[src/rtl/table_waveform_generator_assert.svh]
// ----------------------------------------------------------------------------
// Assertion macros for the table waveform generator
// Concurrent checks that are compiled away when ASSERT_OFF is defined.
// ----------------------------------------------------------------------------
`ifndef TABLE_WAVEFORM_GENERATOR_ASSERT_SVH
`define TABLE_WAVEFORM_GENERATOR_ASSERT_SVH

`ifndef ASSERT_OFF

// Same-cycle implication, disabled while reset is asserted.
`define TWG_ASSERT_IMP(label, clk, rst_n, ante, cons) \
    label: assert property (@(posedge clk) disable iff (!(rst_n)) (ante) |-> (cons)) \
        else $error("table_waveform_generator assertion failed");

// Next-cycle implication, disabled while reset is asserted.
`define TWG_ASSERT_NEXT(label, clk, rst_n, ante, cons) \
    label: assert property (@(posedge clk) disable iff (!(rst_n)) (ante) |=> (cons)) \
        else $error("table_waveform_generator assertion failed");

`else

`define TWG_ASSERT_IMP(label, clk, rst_n, ante, cons)
`define TWG_ASSERT_NEXT(label, clk, rst_n, ante, cons)

`endif

`endif

[src/rtl/twg_pkg.sv]
// ----------------------------------------------------------------------------
// twg_pkg
// Types, constants and the elaboration-time sine table builder for the
// table waveform generator.
// ----------------------------------------------------------------------------
package twg_pkg;

    localparam int STEPS_PER_PERIOD = 100;
    localparam int SAMPLE_BITS      = 12;

    localparam int TRI_SLOPE = 80;
    localparam int SAW_SLOPE = 40;

    localparam int CFG_ADDR_BITS = 4;
    localparam int CFG_DATA_BITS = 32;

    localparam logic [6:0]  DUTY_RESET     = 7'd50;
    localparam logic [15:0] INTERVAL_RESET = 16'd2413;

    // Fixed-point format of the sine table builder.
    localparam int          Q_BITS    = 30;
    localparam logic [63:0] Q_ONE     = 64'd1 << Q_BITS;
    localparam logic [63:0] PI_Q      = 64'd3373259426;
    localparam logic [63:0] HALF_PI_Q = 64'd1686629713;

    typedef enum logic [1:0] {
        WAVE_SINE     = 2'd0,
        WAVE_TRIANGLE = 2'd1,
        WAVE_SAW      = 2'd2,
        WAVE_SQUARE   = 2'd3
    } t_wave_mode;

    typedef enum logic [1:0] {
        REG_WAVE_MODE = 2'd0,
        REG_DUTY      = 2'd1,
        REG_INTERVAL  = 2'd2
    } t_reg_index;

    // Sine table entry for an angle held in Q30. Only evaluated while the
    // design elaborates: a quadrant fold and a truncated Taylor series.
    function automatic logic [63:0] sine_code(input logic [63:0] angle,
                                              input logic [63:0] scale,
                                              input logic [63:0] full);
        logic [63:0] x;
        logic [63:0] sum;
        logic [63:0] term;
        logic [63:0] v;
        logic        neg;
        x   = angle;
        neg = 1'b0;
        if (x >= PI_Q) begin
            x   = x - PI_Q;
            neg = 1'b1;
        end
        if (x > HALF_PI_Q) begin
            x = (x > PI_Q) ? 64'd0 : PI_Q - x;
        end
        sum  = x;
        term = x;
        for (int k = 1; k <= 12; k++) begin
            term = (term * x) >> Q_BITS;
            term = (term * x) >> Q_BITS;
            term = term / 64'((2 * k) * (2 * k + 1));
            if ((k % 2) == 1) begin
                sum = (sum > term) ? sum - term : 64'd0;
            end else begin
                sum = sum + term;
            end
        end
        if (sum > Q_ONE) begin
            sum = Q_ONE;
        end
        v = neg ? (Q_ONE - sum) : (Q_ONE + sum);
        v = (v * scale) >> Q_BITS;
        return (v > full) ? full : v;
    endfunction

endpackage

[src/rtl/twg_if.sv]
// ----------------------------------------------------------------------------
// Stream interfaces of the table waveform generator
// Tick input channel and sample output channel, valid/ready handshake.
// ----------------------------------------------------------------------------
interface twg_tick_if;
    logic valid;
    logic ready;
    logic tick;

    modport source (output valid, output tick, input ready);
    modport sink (input valid, input tick, output ready);
endinterface

interface twg_sample_if #(
    parameter int SAMPLE_BITS = twg_pkg::SAMPLE_BITS,
    parameter int PHASE_BITS  = $clog2(twg_pkg::STEPS_PER_PERIOD)
);
    logic                   valid;
    logic                   ready;
    logic [SAMPLE_BITS-1:0] sample;
    logic [PHASE_BITS-1:0]  phase_step;
    logic                   period_start;

    modport source (output valid, output sample, output phase_step, output period_start,
                    input ready);
    modport sink (input valid, input sample, input phase_step, input period_start,
                  output ready);
endinterface

[src/rtl/table_waveform_generator.sv]
// ----------------------------------------------------------------------------
// table_waveform_generator
// Tick-driven DAC sample generator with sine, triangle, sawtooth and square.
// ----------------------------------------------------------------------------
// Usage:
//   i_tick_ch carries one timer tick per transfer (tick = 0 is an idle item).
//   Every tick_interval ticks the block sends one transfer on o_sample_ch:
//   the DAC code, the phase step it was taken at and a period start flag.
//   The phase runs 0 to STEPS_PER_PERIOD-1 and then wraps.
//   Registers on the APB port: wave_mode at 0x0, duty_percent at 0x4,
//   tick_interval at 0x8 (zero acts as one). Writes take effect at the
//   next sample; the tick count and phase are kept.
// Timing:
//   One tick is taken every cycle while i_tick_ch.ready is high. The tick
//   that causes a sample updates the counter and loads the sine table read
//   and the sample stage; the waveform select then feeds the output register.
//   The only throttle is the output register; when the receiver stalls, the
//   sample stage holds and i_tick_ch.ready drops once both are full.
// Reset (synchronous, active low): registers return to square wave, 50 percent
//   duty, interval 2413; tick count and phase clear; nothing is pending.
// ----------------------------------------------------------------------------
`include "table_waveform_generator_assert.svh"

module table_waveform_generator #(
    parameter int STEPS_PER_PERIOD = twg_pkg::STEPS_PER_PERIOD,
    parameter int SAMPLE_BITS      = twg_pkg::SAMPLE_BITS
) (
    input  logic                                 i_clk,
    input  logic                                 i_rst_n,
    twg_tick_if.sink                             i_tick_ch,
    twg_sample_if.source                         o_sample_ch,
    input  logic                                 psel,
    input  logic                                 penable,
    input  logic                                 pwrite,
    input  logic [twg_pkg::CFG_ADDR_BITS-1:0]    paddr,
    input  logic [twg_pkg::CFG_DATA_BITS-1:0]    pwdata,
    output logic [twg_pkg::CFG_DATA_BITS-1:0]    prdata,
    output logic                                 pready
);

    localparam int PHASE_BITS = $clog2(STEPS_PER_PERIOD);

    twg_pkg::t_wave_mode    r_wave_mode;
    logic [6:0]             r_duty;
    logic [15:0]            r_interval;
    logic [15:0]            r_tick_count;
    logic [PHASE_BITS-1:0]  r_phase;
    logic                   r_b_valid;
    logic [PHASE_BITS-1:0]  r_b_phase;
    logic                   r_out_valid;
    logic [SAMPLE_BITS-1:0] r_out_sample;
    logic [PHASE_BITS-1:0]  r_out_phase;
    logic                   r_out_start;

    logic [15:0]            n_tick_count;
    logic [PHASE_BITS-1:0]  n_phase;

    logic [15:0]            w_limit;
    logic [16:0]            w_count;
    logic                   w_emit;
    logic [PHASE_BITS-1:0]  w_index;
    logic                   w_tick_xfer;
    logic                   w_load;
    logic                   w_out_free;
    logic                   w_b_free;
    logic                   w_b_move;
    logic                   w_cfg_wr;
    logic [SAMPLE_BITS-1:0] w_sample;

    // ------------------------------------------------------------------
    // Configuration port
    // ------------------------------------------------------------------
    assign pready   = 1'b1;
    assign w_cfg_wr = psel && penable && pwrite;

    always_ff @(posedge i_clk) begin
        if (!i_rst_n) begin
            r_wave_mode <= twg_pkg::WAVE_SQUARE;
            r_duty      <= twg_pkg::DUTY_RESET;
            r_interval  <= twg_pkg::INTERVAL_RESET;
        end else if (w_cfg_wr) begin
            unique case (twg_pkg::t_reg_index'(paddr[3:2]))
                twg_pkg::REG_WAVE_MODE: r_wave_mode <= twg_pkg::t_wave_mode'(pwdata[1:0]);
                twg_pkg::REG_DUTY:      r_duty      <= pwdata[6:0];
                twg_pkg::REG_INTERVAL:  r_interval  <= pwdata[15:0];
                default: begin
                end
            endcase
        end
    end

    always_comb begin
        unique case (twg_pkg::t_reg_index'(paddr[3:2]))
            twg_pkg::REG_WAVE_MODE: prdata = twg_pkg::CFG_DATA_BITS'(r_wave_mode);
            twg_pkg::REG_DUTY:      prdata = twg_pkg::CFG_DATA_BITS'(r_duty);
            twg_pkg::REG_INTERVAL:  prdata = twg_pkg::CFG_DATA_BITS'(r_interval);
            default:                prdata = '0;
        endcase
    end

    // ------------------------------------------------------------------
    // Tick counter and phase
    // ------------------------------------------------------------------
    assign w_out_free        = !r_out_valid || o_sample_ch.ready;
    assign w_b_move          = r_b_valid && w_out_free;
    assign w_b_free          = !r_b_valid || w_out_free;
    assign i_tick_ch.ready   = w_b_free;

    always_comb begin
        w_limit     = (r_interval == 16'd0) ? 16'd1 : r_interval;
        w_count     = {1'b0, r_tick_count} + 17'd1;
        w_emit      = (w_count >= {1'b0, w_limit});
        w_index     = ({1'b0, r_phase} < (PHASE_BITS + 1)'(STEPS_PER_PERIOD)) ? r_phase : '0;
        w_tick_xfer = i_tick_ch.valid && i_tick_ch.ready && i_tick_ch.tick;
        w_load      = w_tick_xfer && w_emit;

        n_tick_count = r_tick_count;
        n_phase      = r_phase;
        if (w_tick_xfer) begin
            if (w_emit) begin
                n_tick_count = '0;
                n_phase      = (w_index == PHASE_BITS'(STEPS_PER_PERIOD - 1)) ? '0
                                                                            : w_index + 1'b1;
            end else begin
                n_tick_count = w_count[15:0];
            end
        end
    end

    always_ff @(posedge i_clk) begin
        if (!i_rst_n) begin
            r_tick_count <= '0;
            r_phase      <= '0;
            r_b_valid    <= 1'b0;
            r_out_valid  <= 1'b0;
        end else begin
            r_tick_count <= n_tick_count;
            r_phase      <= n_phase;
            if (w_load) begin
                r_b_valid <= 1'b1;
            end else if (w_b_move) begin
                r_b_valid <= 1'b0;
            end
            if (w_b_move) begin
                r_out_valid <= 1'b1;
            end else if (o_sample_ch.ready) begin
                r_out_valid <= 1'b0;
            end
        end
    end

    // ------------------------------------------------------------------
    // Sample stage and output register
    // ------------------------------------------------------------------
    always_ff @(posedge i_clk) begin
        if (w_load) begin
            r_b_phase <= w_index;
        end
        if (w_b_move) begin
            r_out_sample <= w_sample;
            r_out_phase  <= r_b_phase;
            r_out_start  <= (r_b_phase == '0);
        end
    end

    twg_wave #(
        .STEPS_PER_PERIOD (STEPS_PER_PERIOD),
        .SAMPLE_BITS      (SAMPLE_BITS),
        .PHASE_BITS       (PHASE_BITS)
    ) u_wave (
        .i_clk      (i_clk),
        .i_rd_en    (w_load),
        .i_rd_phase (w_index),
        .i_phase    (r_b_phase),
        .i_mode     (r_wave_mode),
        .i_duty     (r_duty),
        .o_sample   (w_sample)
    );

    assign o_sample_ch.valid        = r_out_valid;
    assign o_sample_ch.sample       = r_out_sample;
    assign o_sample_ch.phase_step   = r_out_phase;
    assign o_sample_ch.period_start = r_out_start;

    // ------------------------------------------------------------------
    // Assertions
    // ------------------------------------------------------------------
    // The stored phase never leaves the period.
    `TWG_ASSERT_IMP(a_phase_range, i_clk, i_rst_n, 1'b1, {1'b0, r_phase} < (PHASE_BITS + 1)'(STEPS_PER_PERIOD))
    // A new sample never overwrites one that cannot move on.
    `TWG_ASSERT_IMP(a_no_overwrite, i_clk, i_rst_n, w_load && r_b_valid, w_out_free)
    // A sample that leaves the sample stage lands in the output register.
    `TWG_ASSERT_NEXT(a_stage_to_out, i_clk, i_rst_n, w_b_move, r_out_valid && (r_out_start == (r_out_phase == '0)))

endmodule

[src/rtl/twg_wave.sv]
// ----------------------------------------------------------------------------
// twg_wave
// Sine table with a registered read port, and the per-mode sample selection
// for the phase held in the sample stage.
// ----------------------------------------------------------------------------
module twg_wave #(
    parameter int STEPS_PER_PERIOD = twg_pkg::STEPS_PER_PERIOD,
    parameter int SAMPLE_BITS      = twg_pkg::SAMPLE_BITS,
    parameter int PHASE_BITS       = $clog2(STEPS_PER_PERIOD)
) (
    input  logic                   i_clk,
    input  logic                   i_rd_en,
    input  logic [PHASE_BITS-1:0]  i_rd_phase,
    input  logic [PHASE_BITS-1:0]  i_phase,
    input  twg_pkg::t_wave_mode    i_mode,
    input  logic [6:0]             i_duty,
    output logic [SAMPLE_BITS-1:0] o_sample
);

    localparam int FULL_SCALE = (1 << SAMPLE_BITS) - 1;
    localparam int SINE_SCALE = (1 << (SAMPLE_BITS - 1)) - 1;
    localparam int HALF       = STEPS_PER_PERIOD / 2;
    localparam int TRI_TOP    = 2 * HALF * twg_pkg::TRI_SLOPE;
    localparam int WW         = (PHASE_BITS + 7 > SAMPLE_BITS) ? PHASE_BITS + 7 : SAMPLE_BITS;
    localparam int DW         = (PHASE_BITS > 7) ? PHASE_BITS : 7;

    logic [SAMPLE_BITS-1:0] w_sine_rom [STEPS_PER_PERIOD];
    logic [SAMPLE_BITS-1:0] r_sine;

    logic [WW-1:0]          w_full;
    logic [WW-1:0]          w_tri_prod;
    logic [WW-1:0]          w_saw_prod;
    logic [WW-1:0]          w_tri_raw;
    logic                   w_rising;
    logic [SAMPLE_BITS-1:0] w_tri;
    logic [SAMPLE_BITS-1:0] w_saw;
    logic [SAMPLE_BITS-1:0] w_square;

    // The table is worked out while the design elaborates.
    for (genvar g = 0; g < STEPS_PER_PERIOD; g++) begin : g_sine
        localparam logic [63:0] ANGLE =
            (64'd628 * 64'(g) * twg_pkg::Q_ONE) / (64'd100 * 64'(STEPS_PER_PERIOD));
        localparam logic [63:0] CODE =
            twg_pkg::sine_code(ANGLE, 64'(SINE_SCALE), 64'(FULL_SCALE));
        assign w_sine_rom[g] = CODE[SAMPLE_BITS-1:0];
    end

    always_ff @(posedge i_clk) begin
        if (i_rd_en) begin
            r_sine <= w_sine_rom[i_rd_phase];
        end
    end

    always_comb begin
        w_full     = WW'(FULL_SCALE);
        w_tri_prod = WW'(i_phase) * WW'(twg_pkg::TRI_SLOPE);
        w_saw_prod = WW'(i_phase) * WW'(twg_pkg::SAW_SLOPE);
        w_rising   = ({1'b0, i_phase} <= (PHASE_BITS + 1)'(HALF));

        // The falling half bottoms out at zero instead of wrapping.
        if (w_rising) begin
            w_tri_raw = w_tri_prod;
        end else if (WW'(TRI_TOP) > w_tri_prod) begin
            w_tri_raw = WW'(TRI_TOP) - w_tri_prod;
        end else begin
            w_tri_raw = '0;
        end

        w_tri    = (w_tri_raw > w_full) ? w_full[SAMPLE_BITS-1:0] : w_tri_raw[SAMPLE_BITS-1:0];
        w_saw    = (w_saw_prod > w_full) ? w_full[SAMPLE_BITS-1:0] : w_saw_prod[SAMPLE_BITS-1:0];
        w_square = (DW'(i_phase) < DW'(i_duty)) ? w_full[SAMPLE_BITS-1:0] : '0;

        case (i_mode)
            twg_pkg::WAVE_SINE:     o_sample = r_sine;
            twg_pkg::WAVE_TRIANGLE: o_sample = w_tri;
            twg_pkg::WAVE_SAW:      o_sample = w_saw;
            default:                o_sample = w_square;
        endcase
    end

endmodule
[src/flat_wrapper.sv]
// flat-port wrapper written by rule: the top's interface ports become plain ports
module table_waveform_generator_flat 
#(
    parameter int STEPS_PER_PERIOD = twg_pkg::STEPS_PER_PERIOD,
    parameter int SAMPLE_BITS      = twg_pkg::SAMPLE_BITS
)
  (i_clk, i_rst_n, psel, penable, pwrite, paddr, pwdata, prdata, pready, i_tick_ch_valid, i_tick_ch_tick, i_tick_ch_ready, o_sample_ch_valid, o_sample_ch_sample, o_sample_ch_phase_step, o_sample_ch_period_start, o_sample_ch_ready);
  twg_tick_if i_tick_ch_i ();
  twg_sample_if #(.SAMPLE_BITS(SAMPLE_BITS)) o_sample_ch_i ();
  input  logic i_clk;
  input  logic i_rst_n;
  input  logic psel;
  input  logic penable;
  input  logic pwrite;
  input  logic [twg_pkg::CFG_ADDR_BITS-1:0] paddr;
  input  logic [twg_pkg::CFG_DATA_BITS-1:0] pwdata;
  output logic [twg_pkg::CFG_DATA_BITS-1:0] prdata;
  output logic pready;
  input wire logic [$bits(i_tick_ch_i.valid)-1:0] i_tick_ch_valid;
  input wire logic [$bits(i_tick_ch_i.tick)-1:0] i_tick_ch_tick;
  output wire logic [$bits(i_tick_ch_i.ready)-1:0] i_tick_ch_ready;
  output wire logic [$bits(o_sample_ch_i.valid)-1:0] o_sample_ch_valid;
  output wire logic [$bits(o_sample_ch_i.sample)-1:0] o_sample_ch_sample;
  output wire logic [$bits(o_sample_ch_i.phase_step)-1:0] o_sample_ch_phase_step;
  output wire logic [$bits(o_sample_ch_i.period_start)-1:0] o_sample_ch_period_start;
  input wire logic [$bits(o_sample_ch_i.ready)-1:0] o_sample_ch_ready;
  assign i_tick_ch_i.valid = i_tick_ch_valid;
  assign i_tick_ch_i.tick = i_tick_ch_tick;
  assign i_tick_ch_ready = i_tick_ch_i.ready;
  assign o_sample_ch_valid = o_sample_ch_i.valid;
  assign o_sample_ch_sample = o_sample_ch_i.sample;
  assign o_sample_ch_phase_step = o_sample_ch_i.phase_step;
  assign o_sample_ch_period_start = o_sample_ch_i.period_start;
  assign o_sample_ch_i.ready = o_sample_ch_ready;
  table_waveform_generator #(.STEPS_PER_PERIOD(STEPS_PER_PERIOD), .SAMPLE_BITS(SAMPLE_BITS)) u_core (.i_clk(i_clk), .i_rst_n(i_rst_n), .i_tick_ch(i_tick_ch_i), .o_sample_ch(o_sample_ch_i), .psel(psel), .penable(penable), .pwrite(pwrite), .paddr(paddr), .pwdata(pwdata), .prdata(prdata), .pready(pready));
endmodule
[config.mk]
export PLATFORM = sky130hd
export DESIGN_NAME = table_waveform_generator_flat
export DESIGN_NICKNAME = d
export VERILOG_FILES = /design/src/rtl/twg_pkg.sv /design/src/rtl/twg_if.sv /design/src/rtl/table_waveform_generator.sv /design/src/rtl/twg_wave.sv /design/src/flat_wrapper.sv
export VERILOG_INCLUDE_DIRS = /design/src /design/src/rtl
export SDC_FILE = /design/constraint.sdc
export NUM_CORES = 1
export LEC_CHECK = 0
export BUFFER_PORTS_ARGS = -buffer_cell sky130_fd_sc_hd__buf_4
export CELL_PAD_IN_SITES_DETAIL_PLACEMENT = 1
export CELL_PAD_IN_SITES_GLOBAL_PLACEMENT = 2
export CORE_MARGIN = 5
export CORE_UTILIZATION = 25
export DETAILED_ROUTE_END_ITERATION = 10
export MAX_ROUTING_LAYER = met4
export PLACE_DENSITY_LB_ADDON = 0.12
export SLEW_MARGIN = 10
export SYNTH_ARGS = -nofsm -noshare
export SYNTH_HDL_FRONTEND = slang
export SYNTH_HIERARCHICAL = 1
export SYNTH_SLANG_ARGS = --single-unit
[constraint.sdc]
create_clock -name i_clk -period 3.32 [get_ports i_clk]
set_input_delay 0.498 -clock i_clk [delete_from_list [all_inputs] [get_ports i_clk]]
set_output_delay 0.498 -clock i_clk [all_outputs]
set_load 0.005 [all_outputs]
==> results of run 1 <==
[per-stage QoR]
| stage | area [um^2] | worst slack (ps) | hold slack, ps | power, W | cells |
|---|---|---|---|---|---|
| 2_1_floorplan | 7010 | 37.0 | 439 | 0.00124 | 867 |
| 3_3_place_gp | 8150 | -40.5 | 467 | 0.00130 | 1298 |
| 3_5_place_dp | 8150 | -92.5 | 478 | 0.00130 | 1298 |
| 4_1_cts | 8560 | -0.0560 | 348 | 0.00243 | 1316 |
| 5_1_grt | 8680 | -124 | 366 | 0.00250 | 1319 |
| 6_report | 8680 | -57.5 | 364 | 0.00238 | 1319 |
[critical path, delay by kind of cell, from the launching register on]
family | cells | cell delay (ps)
adder cells (fa/ha/maj) | 3 | 850
XOR/XNOR | 1 | 190
AO/OA/AOI/OAI | 5 | 1370
flip-flops | 1 | 440
AND/OR/NAND/NOR | 1 | 90
buffers and inverters | 1 | 170
[state kept, by name, indices dropped and copies added (netlist names), 2 cells and up]
signal / count
u_core/r_phase: 7
u_core/r_tick_count: 16
u_core/o_sample_ch.phase_step: 7
u_core/r_duty: 7
u_core/u_wave/r_sine: 12
u_core/r_wave_mode: 2
u_core/o_sample_ch.sample: 12
u_core/r_b_phase: 7
u_core/r_interval: 16
[cell families after synthesis]
logic type / count (synthesis) / synth area share (%)
other: 2 / 0.108
buffers and inverters: 121 / 7.67
DFF: 89 / 31.3
and+or+nand+nor: 278 / 19.3
muxes: 19 / 3.30
AOI/OAI and AO/OA: 272 / 26.7
adders and majority gates: 47 / 8.57
xor gates and xnor gates: 24 / 3.13
[how the worst max path moves through the flow]
stage | start | to | slack [ps] | cells past startpoint
floorplan | u_core/r_b_phase[1]$_DFFE_PP_ | u_core/o_sample_ch.sample[3]$_DFFE_PP_ | 40 | 10
global placement | u_core/r_tick_count[1]$_SDFFE_PN0P_ | u_core/r_tick_count[0]$_SDFFE_PN0P_ | -40 | 13
detailed placement | u_core/r_b_phase[1]$_DFFE_PP_ | u_core/o_sample_ch.sample[3]$_DFFE_PP_ | -90 | 10
CTS | u_core/r_b_phase[1]$_DFFE_PP_ | u_core/o_sample_ch.sample[6]$_DFFE_PP_ | -0.06 | 11
global route | u_core/r_b_phase[3]$_DFFE_PP_ | u_core/o_sample_ch.sample[6]$_DFFE_PP_ | -120 | 11
finish | u_core/r_b_phase[3]$_DFFE_PP_ | u_core/o_sample_ch.sample[4]$_DFFE_PP_ | -60 | 11
[final cells by class]
cell class | count | area (um^2) | share of cell area [%]
repair buffers | 137 | 1080 | 12.4
clock buffers | 12 | 267 | 3.07
clock inverters | 4 | 56.3 | 0.649
multi-input cells | 657 | 4470 | 51.5
well taps | 378 | 473 | 5.45
flip-flops and latches | 89 | 2170 | 25.1
inverters | 42 | 158 | 1.82
[Yosys cell counts, drive strengths merged, types with 4 or more instances]
cell type  count
nand2        100
a21oi         73
nor2          60
o21ai         59
clkbuf        51
dfxtp         50
ha            46
edfxtp        39
inv           39
buf           28
nand3         24
a211oi        19
and2          19
and3          17
xnor2         17
mux2i         15
o211ai        15
a21o          14
a31oi          9
nand4          9
nor3           9
nor2b          8
xor2           7
a41o           6
or4            6
a221o          5
a22o           5
a311oi         5
a31o           5
nand2b         5
nor3b          5
nor4           5
o2bb2ai        5
a211o          4
a221oi         4
o311a          4
o31a           4
o31ai          4
or3            4
[power groups by stage]
stage	Combinational (W)	Clock, W	Sequential (W)
6_report	0.000127	0.00111	0.00115
5_1_grt	0.000142	0.00121	0.00115
4_1_cts	0.000127	0.00116	0.00115
3_5_place_dp	0.000126	0	0.00117
3_3_place_gp	0.000124	0	0.00117
2_1_floorplan	0.0000764	0	0.00117
[routing by layer]
metal	up-vias	routed length (um)
li1	3266	-
met1	3316	11800
met2	122	11400
met3	27	738
met4	0	431
met5	-	0
[what timing repair did]
item	in CTS	in global routing
setup endpoints to repair	37	50
buffers inserted	2	3
hold buffers	0	0
gates resized for setup	12	17
pin swaps	2	10
==> metrics.cfg, run 1 <==
[logic_synthesis]
synthDominantCellAreaShare_pct = 16.9
yosys.area.top_type = edfxtp_1
netlist_top_cells_area = edfxtp_1 (17%), dfxtp_1 (14%), ha_1 (8.3%)
synth.yosys.warnings = 6
postSynth.asyncResetShare_pct = 0
count_of_flip_flops_with_a_built_in_enable_after_synthesis = 39
yosysUniqueCellTypes = 78
synth-seq-area-share_pct = 31.3
yosys_register_bits = 89
average_cell_area_after_synthesis_um2 = 8.15
syn_inst = 852
synthesis.area_um2 = 6950
ys_dominant_reg_cell = dfxtp_1

[routing]
ant_nets = 0
num_vias = 6731
wl_um = 24400
drc = 0
drtIter0Drc = 367
drt-pass1-iter-count = 4
route.detailed.vias_per_inst = 5.10
wl_per_cell_um = 18.5

[setup_path]
worstSetupEndpointType = flip-flop
ff2ff_setup_slack_ps = -60
rr_startpoint = u_core/r_b_phase[3]$_DFFE_PP_
cpMostUsedCell = ha_4
crit_path_max_cell_delay_ps = 440
required_ps = 3410
crit_path_cell_trace = ha_4, ha_4, fa_2, a211oi_4, nor2_4, xnor2_4, o41a_1, o32ai_4, buf_12, a21oi_2, a221o_1
rr_worst_depth = 11
timing.setup.critical_path_class = reg -> reg
cp_slowest_cell = edfxtp_1
timing.critical_path.from_type = flip-flop
worst_r2r_endpoint = u_core/o_sample_ch.sample[4]$_DFFE_PP_
worst_path_arrival_ps = 3460
critical_path.max_fanout = 8

[global_route]
global_route.overflow_total = 0
grt_usage_pct = 15.9
busiest_layer = met2
grt_start_max_net_pins = 62
initial_antenna_violation_count = 0
first_pass_grt_wire_length_um = 38600
first_global_vias = 6940
global_route.usage.met2_pct = 25.7
grt_util_met3_pct = 1.71
use_met1_pct = 21.3

[sta]
slew_headroom_pct = 41.9
finalSetupViolations = 4
max_slew.worst_pin.slew_ps = 871
clock_skew_ps = 18.4
grt_setup_unrepaired = yes
clock.fmax_mhz = 296
fin_setup_tns_ps = -152
share_of_the_clock_period_used_by_the_worst_path_pct = 102
hold_viol_final = 0
post-route-min-period_ps = 3380
report.final.slew_viol_count = 0
final_critical_path_setup_slack_ps = -57.5

[power_and_ir_drop]
power_frac_clock_pct = 46.5
power.net_switching_w = 0.000535
internal_power_w = 0.00185
power.share.sequential_pct = 48.1
power.density_nw_per_um2 = 275
static_leakage_nw = 3.53
vdd_drop_max_v = 0.000216
comb_power_share_pct = 5.3
power_switching_share_pct = 22.4

[outcome]
outcome = complete, but fails checks
failed_checks = setup timing

[cells_and_area]
layout_common_cells = buf_4 (133), nand2_1 (100), a21oi_1 (71), nor2_1 (59), o21ai_0 (56)
post_route_cells_drive_above_1_share_pct = 21.3
utilization_pct = 31.4
fill_cells = 3297
flow.area_growth_from_synthesis_pct = 24.9
antenna_cells = 0
most_common_library_cell_in_the_layout_ignoring_fill_and_taps = buf_4
design.final.nets = 1027

[clock_network]
clkTransAtPathRegs_ps = 80
tritoncts.num_buffers = 9
clock_h_tree_levels = 3
ctsLongestPathBuffers = 2
clock_tree_from_tritoncts = done
clk-insertion-delay-late_ps = 350
cts.sink_count = 89
root_buffer = clkbuf_16

[placed_design]
dp_hpwl_um = 18400
gp_congestion = 0.823
io_buffer_count = 63

[floorplan]
die_area_um2 = 31200
fp.dieW_um = 177
core_area_um2 = 27600
number_of_ports_placed_on_the_die_boundary = 99
floorplan.initialDensity_pct = 25.1
core.rowCount = 61
die_height_um = 177

[min_path]
whs_endpoint = u_core/r_interval[11]$_SDFFE_PN1P_
worstHoldStart = pwdata[11]
worst_hold_class = in -> reg
holdPathStages = 3

[run]
maxCapViolations = 0

No activity file was read; power rests on OpenSTA's default activity.
==> run 2: changes to the inputs <==
Settings changed: CORE_UTILIZATION 25 to 31.
==> metrics.cfg, run 2 (synthesis results as in run 1) <==
[routing]
wl_um = 23600
ant_nets = 0
drtIter0Drc = 376
drc = 0
drt-pass1-iter-count = 4
wl_per_cell_um = 19.4
num_vias = 6740
route.detailed.vias_per_inst = 5.55

[floorplan]
floorplan.initialDensity_pct = 31.6
fp.dieW_um = 160
core.rowCount = 54
core_area_um2 = 22000
die_height_um = 160
number_of_ports_placed_on_the_die_boundary = 99
die_area_um2 = 25500

[setup_path]
rr_worst_depth = 12
critPathLaunch = u_core/r_b_phase[3]$_DFFE_PP_
worst_r2r_endpoint = u_core/o_sample_ch.sample[6]$_DFFE_PP_
ff2ff_setup_slack_ps = -60
timing.setup.critical_path_class = reg -> reg
rr_startpoint = u_core/r_b_phase[3]$_DFFE_PP_
crit_path_cell_trace = ha_1, ha_2, fa_2, a211oi_4, nor2_4, xnor2_4, buf_6, o31a_1, o311ai_2, buf_4, a21oi_1, a221o_1
worstSetupEndpointType = flip-flop
critical_path.max_fanout = 8
worst_path_arrival_ps = 3480
required_ps = 3420
cp_slowest_cell = edfxtp_1
timing.critical_path.from_type = flip-flop
crit_path_max_cell_delay_ps = 390
timing.critical_path.to = u_core/o_sample_ch.sample[6]$_DFFE_PP_

[run]
maxCapViolations = 0

[global_route]
first_global_vias = 7045
first_pass_grt_wire_length_um = 38600
grt_start_max_net_pins = 62
grt_usage_pct = 18.8
initial_antenna_violation_count = 0
global_route.overflow_total = 0

[cells_and_area]
stdcell_area_um2 = 8500
most_common_library_cell_in_the_layout_ignoring_fill_and_taps = buf_4
flow.area_growth_from_synthesis_pct = 22.4
post_route_cells_drive_above_1_share_pct = 21.3
antenna_cells = 0
layout_common_cells = buf_4 (123), nand2_1 (100), a21oi_1 (69), nor2_1 (56), o21ai_0 (56)
utilization_pct = 38.7
top_regs = u_core/r_interval x16, u_core/r_tick_count x16
design.final.nets = 1020
fill_cells = 2588

[clock_network]
root_buffer = clkbuf_16
cts.sink_count = 89
clock_h_tree_levels = 3
clock_tree_from_tritoncts = done
tritoncts.num_buffers = 9
hold_buffers = 0
clkTransAtPathRegs_ps = 70
clk-insertion-delay-late_ps = 350
ctsLongestPathBuffers = 2

[min_path]
worst_hold_class = in -> reg

[sta]
report.final.slew_viol_count = 0
tightest_hold_margin_ps = 376
max_slew.worst_pin.slew_ps = 748
fin_setup_tns_ps = -346
share_of_the_clock_period_used_by_the_worst_path_pct = 102
post-route-min-period_ps = 3380
slew_headroom_pct = 50.1
clock_skew_ps = 10.5
clock.fmax_mhz = 296
final_critical_path_setup_slack_ps = -58.6
hold_viol_final = 0
grt_setup_unrepaired = yes
finalSetupViolations = 10

[outcome]
outcome = complete, but fails checks
failed_checks = setup timing

[placed_design]
io_buffer_count = 63
gp_congestion = 0.872
dp_hpwl_um = 17200
placedInstanceArea_um2 = 7940

[power_and_ir_drop]
vdd_drop_max_v = 0.000283
power.density_nw_per_um2 = 272
finalPower_w = 0.00231
static_leakage_nw = 3.49

-- run 2: cell count changes in the layout (fill, tap and decap cells not counted), sizes merged --
cell | before | now
buf | 137 | 130
clkinvlp | 0 | 1
clkinv | 4 | 6
inv | 41 | 40
bufinv | 1 | 0
clkbuf | 12 | 11
-- run 2: metal layers --
layer,track usage (%),vias to the layer above,wire [um],share of wire [%]
li1,-,3250,-,-
met1,25.2,3365,11400,48
met2,30.0,110,11100,47
met3,3.14,15,798,3.4
met4,4.42,0,259,1.1
met5,-,-,0,0
-- run 2: worst min-delay path by stage --
| stage | from | to | cells past startpoint |
|---|---|---|---|
| 2_1_floorplan | u_core/r_phase[1]$_SDFFE_PN0P_ | u_core/r_phase[1]$_SDFFE_PN0P_ | 2 |
| 3_3_place_gp | u_core/r_phase[1]$_SDFFE_PN0P_ | u_core/r_phase[1]$_SDFFE_PN0P_ | 2 |
| 3_5_place_dp | u_core/r_phase[1]$_SDFFE_PN0P_ | u_core/r_phase[1]$_SDFFE_PN0P_ | 2 |
| 4_1_cts | pwdata[11] | u_core/r_interval[11]$_SDFFE_PN1P_ | 3 |
| 5_1_grt | pwdata[8] | u_core/r_interval[8]$_SDFFE_PN1P_ | 3 |
| 6_report | pwdata[11] | u_core/r_interval[11]$_SDFFE_PN1P_ | 3 |
-- run 2: cell type report --
| type | instances | area [um^2] | area share, % |
|---|---|---|---|
| Inverter | 42 | 158 | 1.85 |
| Tap cell | 280 | 350 | 4.12 |
| Clock buffer | 11 | 264 | 3.10 |
| Sequential cell | 89 | 2180 | 25.6 |
| Clock inverter | 5 | 35.0 | 0.412 |
| Timing Repair Buffer | 130 | 1040 | 12.2 |
| Multi-Input combinational cell | 657 | 4480 | 52.7 |
-- run 2: metrics by stage --
step | worst slack, ps | instances
2_1_floorplan | 37.0 | 867
3_3_place_gp | -49.4 | 1190
3_5_place_dp | -109 | 1190
4_1_cts | -4.39 | 1210
5_1_grt | -179 | 1214
6_report | -58.6 | 1214
-- run 2: worst max-delay path, delay by kind of cell, from the launching register on --
family / cells / cell delay [ps]
buffers and inverters: 2 / 380
flip-flops: 1 / 390
adder cells (fa/ha/maj): 3 / 880
AO/OA/AOI/OAI: 5 / 1220
XOR/XNOR: 1 / 170
AND/OR/NAND/NOR: 1 / 90
-- run 2: what timing repair did --
action / 4_1_cts / 5_1_grt
resized for setup: 13 / 27
setup endpoints to repair: 33 / 53
pin swaps: 9 / 7
cloned: 0 / 0
buffers inserted: 4 / 4
-- run 2: report_power, final --
group	internal [W]	total [W]	switching, W
clock	0.000576	0.00104	0.000464
sequential	0.00114	0.00115	0.00000783
combinational	0.0000550	0.000125	0.0000702
